$ cat config.mk
export PLATFORM = sky130hd
export DESIGN_NAME = work_stealing_deque_unit
export DESIGN_NICKNAME = d
export VERILOG_FILES = /design/src/rtl/core/wsd_pkg.sv /design/src/rtl/core/wsd_ram.sv /design/src/rtl/core/wsd_ctrl.sv /design/src/rtl/core/work_stealing_deque_unit.sv
export SDC_FILE = /design/constraint.sdc
export NUM_CORES = 2
export LEC_CHECK = 0
export ABC_CLOCK_PERIOD_IN_PS = 7200
export BUFFER_PORTS_ARGS = -buffer_cell sky130_fd_sc_hd__clkbuf_2
export CAP_MARGIN = 10
export CORE_MARGIN = 2
export CORE_UTILIZATION = 45
export CTS_CLUSTER_DIAMETER = 100
export DETAILED_ROUTE_END_ITERATION = 8
export GPL_TIMING_DRIVEN = 1
export MAX_ROUTING_LAYER = met4
export PLACE_DENSITY = 0.59
export SYNTH_ARGS = -nofsm -noshare
export SYNTH_HDL_FRONTEND = slang
export SYNTH_HIERARCHICAL = 1
export SYNTH_SLANG_ARGS = --single-unit
$ cat constraint.sdc
create_clock -name clk -period 7.2 [get_ports clk]
set_input_delay 0.72 -clock clk [delete_from_list [all_inputs] [get_ports clk]]
set_output_delay 0.72 -clock clk [all_outputs]
set_load 0.03 [all_outputs]
$ cat src/rtl/core/wsd_pkg.sv
// Shared types and constants for the work-stealing deque unit.
package wsd_pkg;

  localparam int TASK_W     = 64;
  localparam int FILL_OUT_W = 6;
  localparam int FUNC_W     = 2;
  localparam int STATUS_W   = 2;
  localparam int IN_DATA_W  = 64;
  localparam int OUT_DATA_W = 72;

  typedef enum logic [FUNC_W-1:0] {
    OP_PUT   = 2'd0,
    OP_TAKE  = 2'd1,
    OP_STEAL = 2'd2,
    OP_NONE  = 2'd3
  } func_t;

  typedef enum logic [STATUS_W-1:0] {
    ST_OK    = 2'd0,
    ST_EMPTY = 2'd1,
    ST_FULL  = 2'd2
  } status_t;

  // Memory request and result status that the index control hands to the top.
  typedef struct packed {
    logic    wr_en;
    logic    rd_en;
    status_t status;
  } wsd_req_t;

endpackage

$ cat src/rtl/core/wsd_ram.sv
// Generic single-port RAM with a registered read port that holds when not read.
module wsd_ram #(
  parameter int WIDTH = 64,
  parameter int DEPTH = 32,
  parameter int AW    = (DEPTH > 1) ? $clog2(DEPTH) : 1
) (
  input  logic             clk,
  input  logic             we,
  input  logic             re,
  input  logic [AW-1:0]    addr,
  input  logic [WIDTH-1:0] wdata,
  output logic [WIDTH-1:0] rdata
);

  logic [WIDTH-1:0] mem [DEPTH];
  logic [WIDTH-1:0] rdata_r;

  always_ff @(posedge clk) begin
    if (we) begin
      mem[addr] <= wdata;
    end
    if (re) begin
      rdata_r <= mem[addr];
    end
  end

  assign rdata = rdata_r;

endmodule

$ cat src/rtl/core/wsd_ctrl.sv
// Head and tail index control: fill, full and empty checks and the memory request.
module wsd_ctrl #(
  parameter int DEPTH = 32,
  parameter int AW    = $clog2(DEPTH),
  parameter int FW    = $clog2(DEPTH + 1)
) (
  input  logic              clk,
  input  logic              rst_n,
  input  logic              op_valid,
  input  wsd_pkg::func_t    func,
  output wsd_pkg::wsd_req_t req,
  output logic [AW-1:0]     addr,
  output logic [FW-1:0]     fill_after
);
  import wsd_pkg::*;

  localparam logic [AW-1:0] LastSlot = AW'(DEPTH - 1);
  localparam logic [FW-1:0] DepthF   = FW'(DEPTH);

  // Each index is a slot within the ring plus a lap bit, which together
  // count modulo twice the depth.
  logic [AW-1:0] head_slot_r, head_slot_nxt;
  logic          head_lap_r, head_lap_nxt;
  logic [AW-1:0] tail_slot_r, tail_slot_nxt;
  logic          tail_lap_r, tail_lap_nxt;

  logic [FW-1:0] fill;
  logic          full;
  logic          empty;
  logic [AW-1:0] tail_dec_slot;
  logic          tail_dec_lap;
  logic [AW-1:0] tail_inc_slot;
  logic          tail_inc_lap;
  logic [AW-1:0] head_inc_slot;
  logic          head_inc_lap;

  always_comb begin
    fill = FW'(tail_slot_r) - FW'(head_slot_r);
    if (tail_lap_r != head_lap_r) begin
      fill = fill + DepthF;
    end
  end

  assign full  = (fill == DepthF);
  assign empty = (fill == '0);

  assign tail_inc_slot = (tail_slot_r == LastSlot) ? '0 : tail_slot_r + AW'(1);
  assign tail_inc_lap  = (tail_slot_r == LastSlot) ? ~tail_lap_r : tail_lap_r;
  assign tail_dec_slot = (tail_slot_r == '0) ? LastSlot : tail_slot_r - AW'(1);
  assign tail_dec_lap  = (tail_slot_r == '0) ? ~tail_lap_r : tail_lap_r;
  assign head_inc_slot = (head_slot_r == LastSlot) ? '0 : head_slot_r + AW'(1);
  assign head_inc_lap  = (head_slot_r == LastSlot) ? ~head_lap_r : head_lap_r;

  always_comb begin
    req.wr_en     = 1'b0;
    req.rd_en     = 1'b0;
    req.status    = ST_OK;
    addr          = tail_slot_r;
    fill_after    = fill;
    head_slot_nxt = head_slot_r;
    head_lap_nxt  = head_lap_r;
    tail_slot_nxt = tail_slot_r;
    tail_lap_nxt  = tail_lap_r;
    unique case (func)
      OP_PUT: begin
        if (full) begin
          req.status = ST_FULL;
        end else begin
          req.wr_en     = op_valid;
          fill_after    = fill + FW'(1);
          tail_slot_nxt = tail_inc_slot;
          tail_lap_nxt  = tail_inc_lap;
        end
      end
      OP_TAKE: begin
        addr = tail_dec_slot;
        if (empty) begin
          req.status = ST_EMPTY;
        end else begin
          req.rd_en     = op_valid;
          fill_after    = fill - FW'(1);
          tail_slot_nxt = tail_dec_slot;
          tail_lap_nxt  = tail_dec_lap;
        end
      end
      OP_STEAL: begin
        addr = head_slot_r;
        if (empty) begin
          req.status = ST_EMPTY;
        end else begin
          req.rd_en     = op_valid;
          fill_after    = fill - FW'(1);
          head_slot_nxt = head_inc_slot;
          head_lap_nxt  = head_inc_lap;
        end
      end
      OP_NONE: begin
        req.status = ST_OK;
      end
      default: begin
        req.status = ST_OK;
      end
    endcase
  end

  always_ff @(posedge clk) begin
    if (!rst_n) begin
      head_slot_r <= '0;
      head_lap_r  <= 1'b0;
      tail_slot_r <= '0;
      tail_lap_r  <= 1'b0;
    end else if (op_valid) begin
      head_slot_r <= head_slot_nxt;
      head_lap_r  <= head_lap_nxt;
      tail_slot_r <= tail_slot_nxt;
      tail_lap_r  <= tail_lap_nxt;
    end
  end

endmodule

$ cat src/rtl/core/work_stealing_deque_unit.sv
// Work-stealing deque of task handles: puts and takes at the tail, steals at the head.
// A result is offered in the cycle after its item is accepted.
// Throughput: one item per cycle unless stalled; one RAM port, at most one access per item.
// A stalled result holds in the output register and the RAM read register.
// Reset clears the head and tail indexes and the output valid; slot contents are not cleared.
module work_stealing_deque_unit #(
  parameter int DEPTH       = 32,
  parameter int ENTRY_WIDTH = 64
) (
  input  logic                           clk,
  input  logic                           rst_n,
  input  logic                           in_tvalid,
  output logic                           in_tready,
  input  logic [wsd_pkg::IN_DATA_W-1:0]  in_tdata,  // [63:0] task_word
  input  logic [wsd_pkg::FUNC_W-1:0]     in_tuser,  // [1:0] func
  output logic                           out_tvalid,
  input  logic                           out_tready,
  output logic [wsd_pkg::OUT_DATA_W-1:0] out_tdata, // [63:0] task_out, [69:64] fill_count
  output logic [wsd_pkg::STATUS_W-1:0]   out_tuser  // [1:0] status
);
  import wsd_pkg::*;

  localparam int AW = $clog2(DEPTH);
  localparam int FW = $clog2(DEPTH + 1);

  logic                   accept;
  wsd_req_t               req;
  logic [AW-1:0]          addr;
  logic [FW-1:0]          fill_after;
  logic [ENTRY_WIDTH-1:0] rdata;
  logic [TASK_W-1:0]      task_out;

  logic                  out_valid_r;
  status_t               status_r;
  logic [FILL_OUT_W-1:0] fill_r;
  logic                  from_ram_r;

  assign in_tready = !out_valid_r || out_tready;
  assign accept    = in_tvalid && in_tready;

  wsd_ctrl #(
    .DEPTH(DEPTH),
    .AW   (AW),
    .FW   (FW)
  ) u_ctrl (
    .clk       (clk),
    .rst_n     (rst_n),
    .op_valid  (accept),
    .func      (func_t'(in_tuser)),
    .req       (req),
    .addr      (addr),
    .fill_after(fill_after)
  );

  wsd_ram #(
    .WIDTH(ENTRY_WIDTH),
    .DEPTH(DEPTH),
    .AW   (AW)
  ) u_ram (
    .clk  (clk),
    .we   (req.wr_en),
    .re   (req.rd_en),
    .addr (addr),
    .wdata(in_tdata[ENTRY_WIDTH-1:0]),
    .rdata(rdata)
  );

  always_ff @(posedge clk) begin
    if (!rst_n) begin
      out_valid_r <= 1'b0;
    end else if (in_tready) begin
      out_valid_r <= in_tvalid;
    end
  end

  always_ff @(posedge clk) begin
    if (accept) begin
      status_r   <= req.status;
      fill_r     <= FILL_OUT_W'(fill_after);
      from_ram_r <= req.rd_en;
    end
  end

  // The handle is the RAM read register, which holds while stalled, or zero after no read.
  assign task_out   = from_ram_r ? TASK_W'(rdata) : '0;
  assign out_tvalid = out_valid_r;
  assign out_tdata  = {(OUT_DATA_W - FILL_OUT_W - TASK_W)'(0), fill_r, task_out};
  assign out_tuser  = status_r;

endmodule

==> results.py <==
metrics = {
    "critical_path": {
        "arrival_ns": 5.69,
        "r2r_cells": 11,
        "reg2reg_setup_slack_ns": 2.00,
        "slowest_stage": "nor2_4",
        "end_kind": "flop",
        "r2r_start": "u_ctrl/tail_slot_r[0]",
        "worstSetupStartpoint": "u_ctrl/tail_slot_r[0]",
        "cp_max_fo": 21,
        "start_kind": "flop",
        "max_stage_delay_ns": 0.94,
        "crit_top_cell": "a21oi_1",
        "crit_required_ns": 7.69,
        "crit_type": "flop to flop",
        "crit_chain": "inv_1 > ha_1 > fa_1 > nand2b_1 > a21oi_1 > xor2_2 > nor3_2 > a21oi_1 > nand3b_1 > nor2_4 > buf_4",
        "r2r_end": "u_ram/mem[1][33]",
    },
    "pwr": {
        "power_density_mw_per_mm2": 328,
        "power_mw": 30.4,
        "p_leak_nw": 29.0,
        "vdd_drop_max_uv": 213,
    },
    "final_layout": {
        "most-common-layout-cells": "edfxtp_1, mux2i_1, o22ai_1, clkbuf_16, clkbuf_2",
        "syn_to_final_growth_pct": 13.3,
        "drive_above_1_share_pct": 14.1,
        "final_area_mm2": 0.0928,
        "layout_commonest_cell": "edfxtp_1",
        "nFillCells": 14500,
        "fin_nets": 4768,
    },
    "sta": {
        "skew_ns": 0.0471,
        "finalSetupViolCount": 0,
        "fmax_mhz": 192,
        "fin_setup_tns_ns": 0,
        "fin_crit_sh_pct": 72.3,
        "slew_headroom_pct": 18.0,
        "finalHoldViolCount": 0,
        "rsz0062_at_grt": "false",
        "tightest_slew_ns": 1.23,
        "slew_viol_final": 0,
        "layout_min_cycle_time_ns": 5.20,
    },
    "die": {
        "core-area_mm2": 0.181,
        "initial_core_util_pct": 45.3,
        "rows": 156,
        "die_width_um": 431,
        "dieHeight_um": 431,
        "die_area_mm2": 0.185,
        "ioPinCount": 146,
    },
    "clocking": {
        "cts_resized": 0,
        "cts.sink_count": 2134,
        "cts.path.max_buffers": 3,
        "numCtsBuffers": 212,
        "cts-root-buf": "clkbuf_16",
        "ctsHoldBuffers": 0,
        "clkTransAtPathRegs_ns": 0.06,
        "cts_tree": "yes",
        "clock_latency_ns": 0.85,
        "cts_setup_buffers": 0,
        "cts-htree-levels": 4,
    },
    "yosys": {
        "synthDistinctLibCells": 63,
        "ys_ff_latch": 2134,
        "ys_async_sr_fraction_pct": 0,
        "synth_top_area_share_pct": 77.7,
        "yosysSeqAreaShare_pct": 78.1,
        "syn_area_per_cell_um2": 18.5,
        "synth_ff_type": "edfxtp_1",
        "synth_top_area_cell": "edfxtp_1",
        "synth_area_leaders": "edfxtp_1, mux2i_1, o22ai_1, buf_2, nor4_1",
        "synth_edf_count": 2121,
        "syn_area_mm2": 0.0819,
        "yosysWarnings": 6,
        "netlist_instances": 4439,
    },
    "placed_design": {
        "io_buffer_count": 143,
        "post_dp_cell_area_mm2": 0.0861,
        "dpl.hpwl_um": 115000,
        "place_congestion": 0.810,
    },
    "global_route": {
        "grt_pass1_vias": 41900,
        "grt_pass1_wl_um": 309000,
        "grt_max_degree": 128,
        "overflow": 0,
        "grt.total_usage_pct": 23.9,
        "antenna_found_initial": 8,
    },
    "worst_hold_path": {
        "min_to": "out_tvalid",
        "worstHoldPathType": "input pin to flop",
        "holdPathStages": 3,
        "hp-start": "in_tvalid",
    },
    "run_status": {
        "status": "completed",
    },
    "routing": {
        "vias": 43100,
        "wl_per_cell_um": 30.1,
        "vias_per_cell": 5.95,
        "drc_errors": 0,
        "ant_nets": 0,
        "drtIter0Drc": 4639,
        "dr.pass1.iters": 8,
        "drt-total-wl_um": 218000,
    },
    "job": {
        "maxCapViolCount": 0,
    },
}
cell type report:
class,count,area [µm²],area share (%)
multi-input combinational,2035,17000,18.3
clock inverter,132,1100,1.18
timing repair buffer,277,2120,2.28
inverter,20,75.1,0.0809
clock buffer,267,5600,6.03
antenna,3,7.51,0.00809
sequential,2134,64000,68.9
tap,2370,2970,3.20
worst max-delay path, delay by kind of cell, from the launching register on:
kind,cells,cell delay [ns]
simple gates,4,2.01
buf+inv,2,0.66
compound gates,2,0.74
xor+xnor,1,0.33
flops,1,0.44
fa+ha+maj,2,0.62
report_power, final:
group / total (mW) / internal [mW] / switching (mW) / leakage, nW
Clock: 10.6 / 5.98 / 4.67 / 3.26
Combinational: 5.53 / 2.05 / 3.47 / 6.56
Sequential: 14.2 / 14.1 / 0.153 / 19.2
synthesized netlist by cell type, types with 5 or more instances:
cell type,number
a21oi_1,14
ha_1,17
dfxtp_1,13
edfxtp_1,2121
clkbuf_2,6
or3_1,5
buf_6,16
buf_4,6
inv_1,19
and2_2,64
buf_1,7
nand2_1,89
nand2b_1,5
buf_2,179
clkbuf_1,37
nand4bb_1,6
mux2i_1,1028
nand3_1,11
nor3_1,9
o22ai_1,512
nor2_1,48
nor4_1,128
o21ai_0,15
flip-flops by register name, summed over array words and instances (netlist names):
name,flops
fill_r,6
out_tvalid,1
u_ctrl/head_slot_r,5
u_ram/rdata,64
out_tuser,2
u_ctrl/head_lap_r,1
u_ram/mem,2048
u_ctrl/tail_lap_r,1
u_ctrl/tail_slot_r,5
from_ram_r,1
stage by stage:
step                      util, %  setup slack [ns]  instances  hold slack, ns
after floorplan                 -              1.29       4440           0.454
after global placement       47.6              1.84       6835           0.468
after detailed placement     47.6              1.77       6835           0.475
after CTS                    51.3              2.00       7234          0.0655
after global routing         51.3              1.78       7237           0.123
final                        51.3              2.00       7238           0.124
worst max-delay path by stage:
stage / slack [ns] / endpoint
floorplan: 1.29 / u_ram/mem[28][0]
global placement: 1.84 / u_ram/rdata[18]
detailed placement: 1.77 / u_ram/rdata[18]
CTS: 2.00 / u_ram/mem[1][44]
global route: 1.78 / u_ram/mem[6][12]
finish: 2.00 / u_ram/mem[1][33]
cells by family (layout without fill, tap and decap cells):
group,Yosys count,after routing,share of synthesized area [%]
buffers and inverters,271,696,1.70
AND/OR/NAND/NOR,398,398,2.78
flip-flops,2134,2134,78.1
multiplexers,1030,1030,12.6
other,1,5,0.00458
AO/OA/AOI/OAI,580,580,4.49
XOR/XNOR,7,7,0.0840
adder cells (fa/ha/maj),18,18,0.284
layer usage:
layer	global-route usage, %	vias up	share of wire [%]
li1	-	18500	-
met1	32.4	22700	42
met2	38.7	1503	49
met3	3.10	299	6.2
met4	5.75	0	2.0
met5	-	-	0
(Power assumes the default switching activity.)
